File: src/design/tspg_pkg.sv
// Shared types and constants of the three-axis step pulse generator.
package tspg_pkg;

    localparam int unsigned AXES = 3;

    // Request kinds carried in req_type.
    localparam logic [1:0] REQ_TICK = 2'd0;
    localparam logic [1:0] REQ_MOVE = 2'd1;
    localparam logic [1:0] REQ_STOP = 2'd2;
    localparam logic [1:0] REQ_HOLD = 2'd3;

    // Configuration register indexes.
    localparam logic [1:0] CFG_LOAD_DELAY = 2'd0;
    localparam logic [1:0] CFG_STEP_COEF  = 2'd1;
    localparam logic [1:0] CFG_TICK_SIZE  = 2'd2;

    // Reset values.
    localparam logic [15:0] GRIP_SERVO_RESET   = 16'd2960;
    localparam logic [15:0] ROTATE_SERVO_RESET = 16'd3000;
    localparam logic [15:0] TICK_SIZE_RESET    = 16'd1;
    localparam logic [7:0]  STEPS_RESET        = 8'd1;

    // Axes whose position counts in the inverted sense.
    localparam logic [2:0] AXIS_INVERT = 3'b100;

    // Lowest value of the signed tick countdown.
    localparam logic [17:0] COUNT_MIN = 18'h20000;

    // Input transaction payload.
    typedef struct packed {
        logic [1:0]  req_type;
        logic [15:0] period_x;
        logic [15:0] period_y;
        logic [15:0] period_z;
        logic [2:0]  direction_bits;
        logic [15:0] grip_servo_value;
        logic [15:0] rotate_servo_value;
    } tspg_in_t;

    // Result transaction payload.
    typedef struct packed {
        logic [2:0]         step_pins;
        logic [2:0]         dir_pins;
        logic signed [31:0] position_base;
        logic signed [31:0] position_rear;
        logic signed [31:0] position_fore;
        logic [15:0]        grip_servo_out;
        logic [15:0]        rotate_servo_out;
        logic [2:0]         axes_active;
    } tspg_out_t;

    // Controller states.
    typedef enum logic [1:0] {
        ST_IDLE,
        ST_DIVIDE,
        ST_PUBLISH
    } tspg_state_t;

    // Commands from the controller to the datapath.
    typedef struct packed {
        logic tick;
        logic move;
        logic stop;
        logic hold;
        logic load;
        logic publish;
    } tspg_cmd_t;

    // Status from the datapath to the controller.
    typedef struct packed {
        logic div_done;
        logic out_free;
    } tspg_sts_t;

endpackage

File: src/design/three_axis_step_pulse_generator.sv
// Ticks, stop and hold frames: the controller goes from idle to the publish state, and the
// result is registered once the output register is free. Move frames: the three eight-step
// dividers run in parallel, the axes load their results, then the result is published.
// A new item is taken once the previous result sits in the output register.
// Reset (aresetn, synchronous, active low): axes hold one step at period 0,
// servos go to 2960 and 3000, tick size to 1, and no result is pending.
module three_axis_step_pulse_generator (
    input  logic                aclk,
    input  logic                aresetn,
    input  logic                s_valid,
    output logic                s_ready,
    input  tspg_pkg::tspg_in_t  s_data,
    output logic                m_valid,
    input  logic                m_ready,
    output tspg_pkg::tspg_out_t m_data,
    input  logic                cfg_valid,
    output logic                cfg_ready,
    input  logic [1:0]          cfg_index,
    input  logic [23:0]         cfg_data
);

    tspg_pkg::tspg_cmd_t cmd;
    tspg_pkg::tspg_sts_t sts;

    // Configuration writes are taken in any cycle.
    assign cfg_ready = 1'b1;

    tspg_ctrl u_ctrl (
        .aclk     (aclk),
        .aresetn  (aresetn),
        .s_valid  (s_valid),
        .req_type (s_data.req_type),
        .s_ready  (s_ready),
        .sts      (sts),
        .cmd      (cmd)
    );

    tspg_datapath u_datapath (
        .aclk      (aclk),
        .aresetn   (aresetn),
        .cmd       (cmd),
        .in_data   (s_data),
        .cfg_valid (cfg_valid),
        .cfg_index (cfg_index),
        .cfg_data  (cfg_data),
        .m_ready   (m_ready),
        .sts       (sts),
        .m_valid   (m_valid),
        .m_data    (m_data)
    );

endmodule

File: src/design/tspg_div.sv
// Iterative divider giving a step count saturated to eight bits.
module tspg_div (
    input  logic        aclk,
    input  logic        aresetn,
    input  logic        start,
    input  logic [23:0] dividend,
    input  logic [15:0] divisor,
    output logic        done,
    output logic [7:0]  quotient
);

    logic        busy_reg, busy_next;
    logic        done_reg, done_next;
    logic [2:0]  cnt_reg, cnt_next;
    logic [15:0] rem_reg, rem_next;
    logic [7:0]  low_reg, low_next;
    logic [7:0]  quo_reg, quo_next;
    logic [15:0] dsr_reg, dsr_next;
    logic        sat_reg, sat_next;
    logic [16:0] trial;
    logic [16:0] diff;
    logic        fits;

    // One quotient bit per cycle; the upper bits start the remainder and decide saturation.
    always_comb begin
        trial     = {rem_reg, low_reg[7]};
        diff      = trial - {1'b0, dsr_reg};
        fits      = (trial >= {1'b0, dsr_reg});
        busy_next = busy_reg;
        done_next = 1'b0;
        cnt_next  = cnt_reg;
        rem_next  = rem_reg;
        low_next  = low_reg;
        quo_next  = quo_reg;
        dsr_next  = dsr_reg;
        sat_next  = sat_reg;
        if (start) begin
            busy_next = 1'b1;
            cnt_next  = 3'd0;
            rem_next  = dividend[23:8];
            low_next  = dividend[7:0];
            quo_next  = 8'd0;
            dsr_next  = divisor;
            sat_next  = (dividend[23:8] >= divisor);
        end else if (busy_reg) begin
            rem_next = fits ? diff[15:0] : trial[15:0];
            low_next = {low_reg[6:0], 1'b0};
            quo_next = {quo_reg[6:0], fits};
            cnt_next = cnt_reg + 3'd1;
            if (cnt_reg == 3'd7) begin
                busy_next = 1'b0;
                done_next = 1'b1;
            end
        end
    end

    // Control state is reset; the data path registers are not.
    always_ff @(posedge aclk) begin
        if (!aresetn) begin
            busy_reg <= 1'b0;
            done_reg <= 1'b0;
            cnt_reg  <= 3'd0;
        end else begin
            busy_reg <= busy_next;
            done_reg <= done_next;
            cnt_reg  <= cnt_next;
        end
    end

    always_ff @(posedge aclk) begin
        rem_reg <= rem_next;
        low_reg <= low_next;
        quo_reg <= quo_next;
        dsr_reg <= dsr_next;
        sat_reg <= sat_next;
    end

    assign done     = done_reg;
    assign quotient = sat_reg ? 8'hFF : quo_reg;

endmodule

File: src/design/tspg_ctrl.sv
// Controller state machine sequencing ticks, frames and result publication.
module tspg_ctrl (
    input  logic                 aclk,
    input  logic                 aresetn,
    input  logic                 s_valid,
    input  logic [1:0]           req_type,
    output logic                 s_ready,
    input  tspg_pkg::tspg_sts_t  sts,
    output tspg_pkg::tspg_cmd_t  cmd
);

    tspg_pkg::tspg_state_t state_reg, state_next;
    logic accept;

    assign accept = s_valid && (state_reg == tspg_pkg::ST_IDLE);

    // Next state.
    always_comb begin
        state_next = state_reg;
        unique case (state_reg)
            tspg_pkg::ST_IDLE: begin
                if (accept) begin
                    if (req_type == tspg_pkg::REQ_MOVE) begin
                        state_next = tspg_pkg::ST_DIVIDE;
                    end else begin
                        state_next = tspg_pkg::ST_PUBLISH;
                    end
                end
            end
            tspg_pkg::ST_DIVIDE: begin
                if (sts.div_done) begin
                    state_next = tspg_pkg::ST_PUBLISH;
                end
            end
            tspg_pkg::ST_PUBLISH: begin
                if (sts.out_free) begin
                    state_next = tspg_pkg::ST_IDLE;
                end
            end
            default: state_next = tspg_pkg::ST_IDLE;
        endcase
    end

    // Outputs and datapath commands.
    always_comb begin
        s_ready     = (state_reg == tspg_pkg::ST_IDLE);
        cmd         = '0;
        unique case (req_type)
            tspg_pkg::REQ_TICK: cmd.tick = accept;
            tspg_pkg::REQ_MOVE: cmd.move = accept;
            tspg_pkg::REQ_STOP: cmd.stop = accept;
            tspg_pkg::REQ_HOLD: cmd.hold = accept;
            default:            cmd.hold = accept;
        endcase
        cmd.load    = (state_reg == tspg_pkg::ST_DIVIDE) && sts.div_done;
        cmd.publish = (state_reg == tspg_pkg::ST_PUBLISH) && sts.out_free;
    end

    always_ff @(posedge aclk) begin
        if (!aresetn) begin
            state_reg <= tspg_pkg::ST_IDLE;
        end else begin
            state_reg <= state_next;
        end
    end

endmodule

File: src/design/tspg_datapath.sv
// Axis state, configuration registers, dividers and the result register.
module tspg_datapath (
    input  logic                 aclk,
    input  logic                 aresetn,
    input  tspg_pkg::tspg_cmd_t  cmd,
    input  tspg_pkg::tspg_in_t   in_data,
    input  logic                 cfg_valid,
    input  logic [1:0]           cfg_index,
    input  logic [23:0]          cfg_data,
    input  logic                 m_ready,
    output tspg_pkg::tspg_sts_t  sts,
    output logic                 m_valid,
    output tspg_pkg::tspg_out_t  m_data
);

    localparam int unsigned N = tspg_pkg::AXES;

    logic [15:0] load_delay_reg, tick_size_reg;
    logic [23:0] step_coef_full_reg;

    logic [15:0] period_reg   [N];
    logic [15:0] period_next  [N];
    logic [17:0] count_reg    [N];
    logic [17:0] count_next   [N];
    logic [7:0]  steps_reg    [N];
    logic [7:0]  steps_next   [N];
    logic [N-1:0] level_reg, level_next;
    logic [N-1:0] dir_reg, dir_next;
    logic [N-1:0] dir_in_reg, dir_in_next;
    logic [31:0] pos_reg      [N];
    logic [31:0] pos_next     [N];
    logic [15:0] grip_reg, grip_next;
    logic [15:0] rotate_reg, rotate_next;

    logic [15:0] in_period [N];
    logic [7:0]  quo       [N];
    logic [N-1:0] div_done;

    logic [N-1:0]        active;
    logic                m_valid_reg;
    tspg_pkg::tspg_out_t out_reg;

    assign in_period[0] = in_data.period_x;
    assign in_period[1] = in_data.period_y;
    assign in_period[2] = in_data.period_z;

    // One divider per axis, all launched together by a move frame.
    for (genvar g = 0; g < N; g++) begin : g_div
        tspg_div u_div (
            .aclk     (aclk),
            .aresetn  (aresetn),
            .start    (cmd.move),
            .dividend (step_coef_full_reg),
            .divisor  (in_period[g]),
            .done     (div_done[g]),
            .quotient (quo[g])
        );
    end

    // Configuration registers.
    always_ff @(posedge aclk) begin
        if (!aresetn) begin
            load_delay_reg     <= '0;
            step_coef_full_reg <= '0;
            tick_size_reg      <= tspg_pkg::TICK_SIZE_RESET;
        end else if (cfg_valid) begin
            unique case (cfg_index)
                tspg_pkg::CFG_LOAD_DELAY: load_delay_reg     <= cfg_data[15:0];
                tspg_pkg::CFG_STEP_COEF:  step_coef_full_reg <= cfg_data;
                tspg_pkg::CFG_TICK_SIZE:  tick_size_reg      <= cfg_data[15:0];
                default: ;
            endcase
        end
    end

    // Per-axis update for ticks, frames and the move load after division.
    always_comb begin
        logic [18:0] diff;
        logic [17:0] cnt;
        logic        up;
        diff = '0;
        cnt  = '0;
        up   = 1'b0;
        for (int a = 0; a < N; a++) begin
            period_next[a] = period_reg[a];
            count_next[a]  = count_reg[a];
            steps_next[a]  = steps_reg[a];
            pos_next[a]    = pos_reg[a];
        end
        level_next  = level_reg;
        dir_next    = dir_reg;
        dir_in_next = dir_in_reg;
        grip_next   = grip_reg;
        rotate_next = rotate_reg;

        if (cmd.tick) begin
            for (int a = 0; a < N; a++) begin
                diff = {count_reg[a][17], count_reg[a]} - {3'b000, tick_size_reg};
                // Saturate below the lowest countdown value.
                if (diff[18] && !diff[17]) begin
                    cnt = tspg_pkg::COUNT_MIN;
                end else begin
                    cnt = diff[17:0];
                end
                if (steps_reg[a] != 8'd0) begin
                    if (cnt[17]) begin
                        level_next[a] = ~level_reg[a];
                        if (!level_reg[a]) begin
                            steps_next[a] = steps_reg[a] - 8'd1;
                        end
                        cnt = cnt + {2'b00, period_reg[a]};
                    end
                    count_next[a] = cnt;
                end
            end
        end

        // Every frame drops the step pins.
        if (cmd.move || cmd.stop || cmd.hold) begin
            level_next = '0;
        end

        if (cmd.move) begin
            for (int a = 0; a < N; a++) begin
                period_next[a] = in_period[a];
            end
            dir_in_next = in_data.direction_bits;
            grip_next   = in_data.grip_servo_value;
            rotate_next = in_data.rotate_servo_value;
        end

        if (cmd.stop) begin
            for (int a = 0; a < N; a++) begin
                steps_next[a] = 8'd0;
            end
        end

        // A zero period only idles its axis.
        if (cmd.load) begin
            for (int a = 0; a < N; a++) begin
                up = dir_in_reg[a] ^ tspg_pkg::AXIS_INVERT[a];
                if (period_reg[a] == 16'd0) begin
                    steps_next[a] = 8'd0;
                end else begin
                    dir_next[a]   = dir_in_reg[a];
                    count_next[a] = {2'b00, period_reg[a]} - {2'b00, load_delay_reg};
                    steps_next[a] = quo[a];
                    if (up) begin
                        pos_next[a] = pos_reg[a] + {24'd0, quo[a]};
                    end else begin
                        pos_next[a] = pos_reg[a] - {24'd0, quo[a]};
                    end
                end
            end
        end
    end

    // Axis and servo state.
    always_ff @(posedge aclk) begin
        if (!aresetn) begin
            for (int a = 0; a < N; a++) begin
                period_reg[a] <= '0;
                count_reg[a]  <= '0;
                steps_reg[a]  <= tspg_pkg::STEPS_RESET;
                pos_reg[a]    <= '0;
            end
            level_reg  <= '0;
            dir_reg    <= '0;
            grip_reg   <= tspg_pkg::GRIP_SERVO_RESET;
            rotate_reg <= tspg_pkg::ROTATE_SERVO_RESET;
        end else begin
            for (int a = 0; a < N; a++) begin
                period_reg[a] <= period_next[a];
                count_reg[a]  <= count_next[a];
                steps_reg[a]  <= steps_next[a];
                pos_reg[a]    <= pos_next[a];
            end
            level_reg  <= level_next;
            dir_reg    <= dir_next;
            grip_reg   <= grip_next;
            rotate_reg <= rotate_next;
        end
    end

    always_ff @(posedge aclk) begin
        dir_in_reg <= dir_in_next;
    end

    always_comb begin
        for (int a = 0; a < N; a++) begin
            active[a] = (steps_reg[a] != 8'd0);
        end
    end

    // Result register: holds one transaction while the next item is taken.
    always_ff @(posedge aclk) begin
        if (!aresetn) begin
            m_valid_reg <= 1'b0;
        end else if (cmd.publish) begin
            m_valid_reg <= 1'b1;
        end else if (m_ready) begin
            m_valid_reg <= 1'b0;
        end
    end

    always_ff @(posedge aclk) begin
        if (cmd.publish) begin
            out_reg.step_pins        <= level_reg;
            out_reg.dir_pins         <= dir_reg;
            out_reg.position_base    <= signed'(pos_reg[0]);
            out_reg.position_rear    <= signed'(pos_reg[1]);
            out_reg.position_fore    <= signed'(pos_reg[2]);
            out_reg.grip_servo_out   <= grip_reg;
            out_reg.rotate_servo_out <= rotate_reg;
            out_reg.axes_active      <= active;
        end
    end

    assign sts.div_done = &div_done;
    assign sts.out_free = !m_valid_reg || m_ready;
    assign m_valid      = m_valid_reg;
    assign m_data       = out_reg;

endmodule

File: config.mk
export PLATFORM = sky130hd
export DESIGN_NAME = three_axis_step_pulse_generator
export DESIGN_NICKNAME = d
export VERILOG_FILES = /design/src/design/tspg_pkg.sv /design/src/design/three_axis_step_pulse_generator.sv /design/src/design/tspg_div.sv /design/src/design/tspg_ctrl.sv /design/src/design/tspg_datapath.sv
export SDC_FILE = /design/constraint.sdc
export NUM_CORES = 2
export LEC_CHECK = 0
export CAP_MARGIN = 20
export CORE_ASPECT_RATIO = 2
export CORE_MARGIN = 1.5
export CORE_UTILIZATION = 35
export DETAILED_ROUTE_END_ITERATION = 7
export DONT_BUFFER_PORTS = 1
export SLEW_MARGIN = 40
export SYNTH_ARGS = -nofsm -noshare
export SYNTH_HDL_FRONTEND = slang
export SYNTH_SLANG_ARGS = --single-unit
export TNS_END_PERCENT = 50
File: constraint.sdc
create_clock -name aclk -period 24.3 [get_ports aclk]
set_clock_uncertainty 0.05 [all_clocks]
set_input_delay 4.86 -clock aclk [delete_from_list [all_inputs] [get_ports aclk]]
set_output_delay 4.86 -clock aclk [all_outputs]
set_load 0.005 [all_outputs]
# == After elaboration in Yosys (flattened, before gate mapping) ==
# Memories as Yosys holds them, arrays and structs flattened.
# Index checks and enable logic that the tools add are counted.
# word_totals
n_memories,4
reg_bits,399
output_inout_bits,140
elab_cells,252
mem_bits_rw,222
inputBits,116
# op_classes
n_reduce_logical,42
magnitude_cmp,6
add_sub_neg,24
eq_ne,13
muxes,95
bitwise_logic,22
# mem_list
memory,words,width,rd,rd_ports_with_merged_regs,write_ports,line,rtl
u_datapath.pos_reg,3,32,3,0,3,tspg_datapath.sv:30,logic [31:0] pos_reg [N];
u_datapath.count_reg,3,18,3,0,3,tspg_datapath.sv:23,logic [17:0] count_reg [N];
u_datapath.period_reg,3,16,3,0,3,tspg_datapath.sv:21,logic [15:0] period_reg [N];
u_datapath.steps_reg,3,8,3,0,3,tspg_datapath.sv:25,logic [7:0] steps_reg [N];
# op_table
operator,count
$mux 18,18
$mux 32,9
$mux 16,12
$mux 8,24
$mux 54,2
$add 32x8->32,3
$mux 96,1
$sub 32x8->32,3
$mux 24,3
$sub 18x17->19,3
$add 18x16->18,3
$ge 17x16->1,3
$sub 16x16->17,3
$ge 16x16->1,3
$logic_not 16->1,3
$mux 48,1
$sub 16x16->16,3
$reduce_bool 8->1,3
$sub 8x1->8 const B,3
$mux 1,20
$reduce_and 3->1,5
$or 1x1->1,12
$reduce_and 2->1,6
$not 1->1,10
14 further kinds,46

# == Longest topological paths before layout ==
# An unclocked memory read counts as a cell.
# depth
word_depth,13
ltp_mapped,25

# == Hierarchy ==
# A second synthesis with hierarchy kept.
# unflattened
hier_cells,4222
hier_area_um2,38899.8
# by_module_without_submodules
mod,n_inst,cells_each,area_each_um2
tspg_datapath,1,3196,28250.8
tspg_div (u_datapath.g_div[0].u_div ...),2,329,3480.8
tspg_div (u_datapath.g_div[2].u_div),1,346,3523.4
tspg_ctrl,1,20,152.6
three_axis_step_pulse_generator,1,2,11.3

# == Worst setup path before layout ==
# Ideal clock, no wire load.
# synth_timing
kind,in2reg
from,in m_ready
to,"reg u_datapath.out_reg (netlist bit u_datapath.m_data[0]), enable pin"
setup_ps,652
n_path_buf,0
t_required_ps,23598
arrival_ps,11026
stages,2
path_slack_ps,12572
path_cell_list,nand2b_1 nor2b_1
# synth_rtl
item,line,rtl
from (decl),three_axis_step_pulse_generator.sv:14,"input logic m_ready,"
to (decl),tspg_datapath.sv:41,tspg_pkg::tspg_out_t out_reg;

# == Worst setup path in the final report ==
# layout_timing
from,in s_data[84] in the netlist's numbering
to,reg u_datapath.g_div[0].u_div.rem_reg[0] (data pin)
# layout_between
elab_chain_cells,3
# layout_rtl
item,line,rtl
from (decl),three_axis_step_pulse_generator.sv:12,"input tspg_pkg::tspg_in_t s_data,"
$eq 2x1->1,tspg_ctrl.sv:48,unique case (req_type)
$mux 1,tspg_ctrl.sv:48,
$mux 16,tspg_div.sv:37,if (start) begin
named net u_datapath.g_div[0].u_div.rem_next[0],tspg_div.sv:15,"logic [15:0] rem_reg, rem_next;"
to (signal assigned),tspg_div.sv:71,rem_reg <= rem_next;
to (decl),tspg_div.sv:15,
# The timed path passes the listed nets, and every way through them passes these cells.
# A chain may end at the register's enable or synchronous reset.

==> out/summary.json <==
{
  "status": {
    "run_status": "finished clean"
  },
  "global_route": {
    "largest_net_degree_at_the_start_of_global_routing": 103,
    "first_global_vias": 32408,
    "globalRouteTotalUtil_pct": 22.0,
    "grt_first_pass_wirelength_um": 190000,
    "grt_antenna_before_repair": 3,
    "globalRouteOverflowTotal": 0
  },
  "synth": {
    "ys_seq_area_share_pct": 39.0,
    "postSynthRegisterBits": 621,
    "post_synthesis_cell_count": 4414,
    "synth_nets": 4895,
    "postSynthAreaPerCell_um2": 8.76,
    "synthesis_warning_total": 0,
    "synth.cell_area_um2": 38600,
    "synth_top_flop_cell": "dfxtp_1",
    "synth_async_sr_flop_share_pct": 0,
    "synth_enable_flop_cells": 263,
    "count_of_unique_library_cells_instantiated_by_yosys": 96
  },
  "detailed_routing": {
    "detailedRoute.firstPassIterationCount": 7,
    "routed_via_density": 5.66,
    "routed_wirelength_um": 126000,
    "route.antenna.remaining_nets": 0,
    "post_detailed_route_drc_marker_count": 0,
    "avgRoutedWirePerCell_um": 21.8,
    "detail_route.iter0.violations": 1767,
    "routed-via-count": 32756
  },
  "flow_run": {
    "maxCapViolCount": 0
  },
  "floorplan": {
    "die_height_um": 473,
    "floorplan.io_pins": 256,
    "initial_cell_density_of_the_core_pct": 35.2,
    "core_um2": 110000,
    "fp-row-count": 172,
    "dieWidth_um": 238,
    "die_footprint_um2": 113000
  },
  "timing": {
    "timing.slew.headroom_pct": 42.7,
    "fmax_mhz": 140,
    "timing.setup.tns_ps": 0,
    "fin_hold_ws_ps": 364,
    "drv_slew": 0,
    "layout_setup_ws_ps": 17150,
    "period_minus_slack_ps": 7150,
    "timing_hold_violations_final": 0,
    "rsz_0062_raised_after_global_routing": "false",
    "worstMarginPinSlew_ps": 860,
    "post-route-period-util_pct": 29.4,
    "setup_viol": 0
  },
  "clock_tree": {
    "sink_count_of_the_clock_tree": 621,
    "post_cts_hold_buffer_count": 0,
    "post_cts.repair.setup_buffers": 0,
    "clk_path_buf_depth": 3,
    "cts_resized": 0,
    "ctsHtreeMaxLevel": 2,
    "cts-buffers-inserted": 60,
    "clk-insertion-delay-late_ps": 700,
    "clk_pin_slew_ps": 70,
    "tritoncts": "yes",
    "cts_root_buffer": "clkbuf_16"
  },
  "setup_path": {
    "cp_cell_instances": "nand2b_1, or2_4, inv_6, buf_4, buf_6, nand2_1, o311ai_0",
    "critPathSlowestCell": "buf_4",
    "critical_path.max_fanout": 81,
    "regToRegSetupSlack_ps": 17890,
    "critical_path.startpoint_type": "input pin",
    "critical_path_required_ps": 24710,
    "worstSetupEndpointType": "flip-flop",
    "worstSetupPathType": "input pin to flip-flop",
    "arrival_ps": 7560,
    "path_delay_family": "buffers and inverters",
    "critical_path_buf_inv_count": 3,
    "max_stage_delay_ps": 680
  },
  "placed_design": {
    "place.gp.congestion": 0.939,
    "dpl.hpwl_um": 95800,
    "port_buffers": 0,
    "detailedPlace.worstSlack_ps": 16490
  },
  "cells_and_area": {
    "commonest_non_fill_non_tap_cell_in_the_layout": "nand2_1",
    "finish.net_count": 4821,
    "num-fill-cells": 11004,
    "drive_above_1_share_pct": 5.12,
    "layout-area-overhead-vs-synth_pct": 9.41,
    "finish.utilization_pct": 38.5,
    "largest_register_ff_count": 137,
    "most-common-layout-cells": "nand2_1 (587), a21oi_1 (454), nor2_1 (372)"
  },
  "pwr": {
    "leakage_nw": 17.3,
    "powerDensity_nw_per_um2": 74.9,
    "max-vdd-ir-drop_v": 0.0000565,
    "comb_power_share_pct": 29.1,
    "switching_share_pct": 34.1,
    "power.total_mw": 3.17,
    "total_switching_power_mw": 1.08,
    "seq_power_share_pct": 38.1,
    "p_clk_share_pct": 32.8,
    "cellInternalPower_mw": 2.09
  },
  "min_path": {
    "min_path_type": "flip-flop to flip-flop"
  }
}
-- synth_stat cells (all sizes together) (64+ instances only) --
cell type / number / share of area (%)
o21a: 64 / 1.2
nand2: 592 / 5.8
dfxtp: 358 / 19
a21o: 134 / 2.6
nor2: 374 / 3.6
xor2: 77 / 1.7
nor3: 93 / 1.2
xnor2: 135 / 3.1
a21oi: 455 / 5.9
a211oi: 75 / 1.5
edfxtp: 263 / 20
ha: 350 / 11
inv: 230 / 2.2
mux2i: 69 / 1.8
nand3: 99 / 1.3
o21ai: 218 / 2.8
clkbuf: 145 / 1.4
-- kinds of logic after synthesis --
group | Yosys count | share of synthesized area [%]
adders and majority gates | 365 | 12.1
other | 1 | 0.00970
muxes | 74 | 1.93
and+or+nand+nor | 1471 | 17.2
AOI/OAI and AO/OA | 1272 | 21.1
buffers and inverters | 398 | 3.92
DFF | 621 | 39.0
xor gates and xnor gates | 212 | 4.80
-- through the flow --
step / instances / instance area (um2)
after floorplan: 4414 / 38600
after global placement: 5668 / 40000
after detailed placement: 5670 / 40100
after CTS: 5784 / 42200
after global routing: 5785 / 42300
final: 5786 / 42300
-- layout make-up --
cell class / instances / area [um2] / share of cell area (%)
multi-input cells: 3395 / 22200 / 52.4
diodes: 2 / 5.00 / 0.0118
clock buffers: 73 / 1630 / 3.86
flip-flops and latches: 621 / 15100 / 35.6
well taps: 1392 / 1740 / 4.12
inverters: 230 / 876 / 2.07
clock inverters: 41 / 520 / 1.23
repair buffers: 32 / 274 / 0.648
-- per-layer routing --
metal / vias up / wire, um / GRT usage [%]
met3: 335 / 6600 / 3.66
met4: 2 / 9650 / 15.3
met5: - / 12 / 0
met2: 916 / 64900 / 40.9
li1: 15836 / - / -
met1: 15667 / 45100 / 22.1
-- power groups by stage --
stage          sequential [mW]  clock, mW  combinational [mW]
2_1_floorplan             1.21          0               0.699
3_3_place_gp              1.23          0               0.896
3_5_place_dp              1.23          0               0.906
4_1_cts                   1.21       1.06               0.913
5_1_grt                   1.21       1.10                1.02
6_report                  1.21       1.04               0.920
-- worst paths after layout --
kind / startpoint / endpoint / cells after the start
worst min-delay path: u_datapath.pos_reg[0][63] / u_datapath.m_data[98] / 0
worst max register to register: u_datapath.tick_size_reg[0] / u_datapath.count_reg[0][16] / 22
worst min register to register: u_datapath.pos_reg[0][63] / u_datapath.m_data[98] / 0
worst max-delay path: s_data[84] / u_datapath.g_div[0].u_div.rem_reg[0] / 7
(Power assumes the default switching activity.)
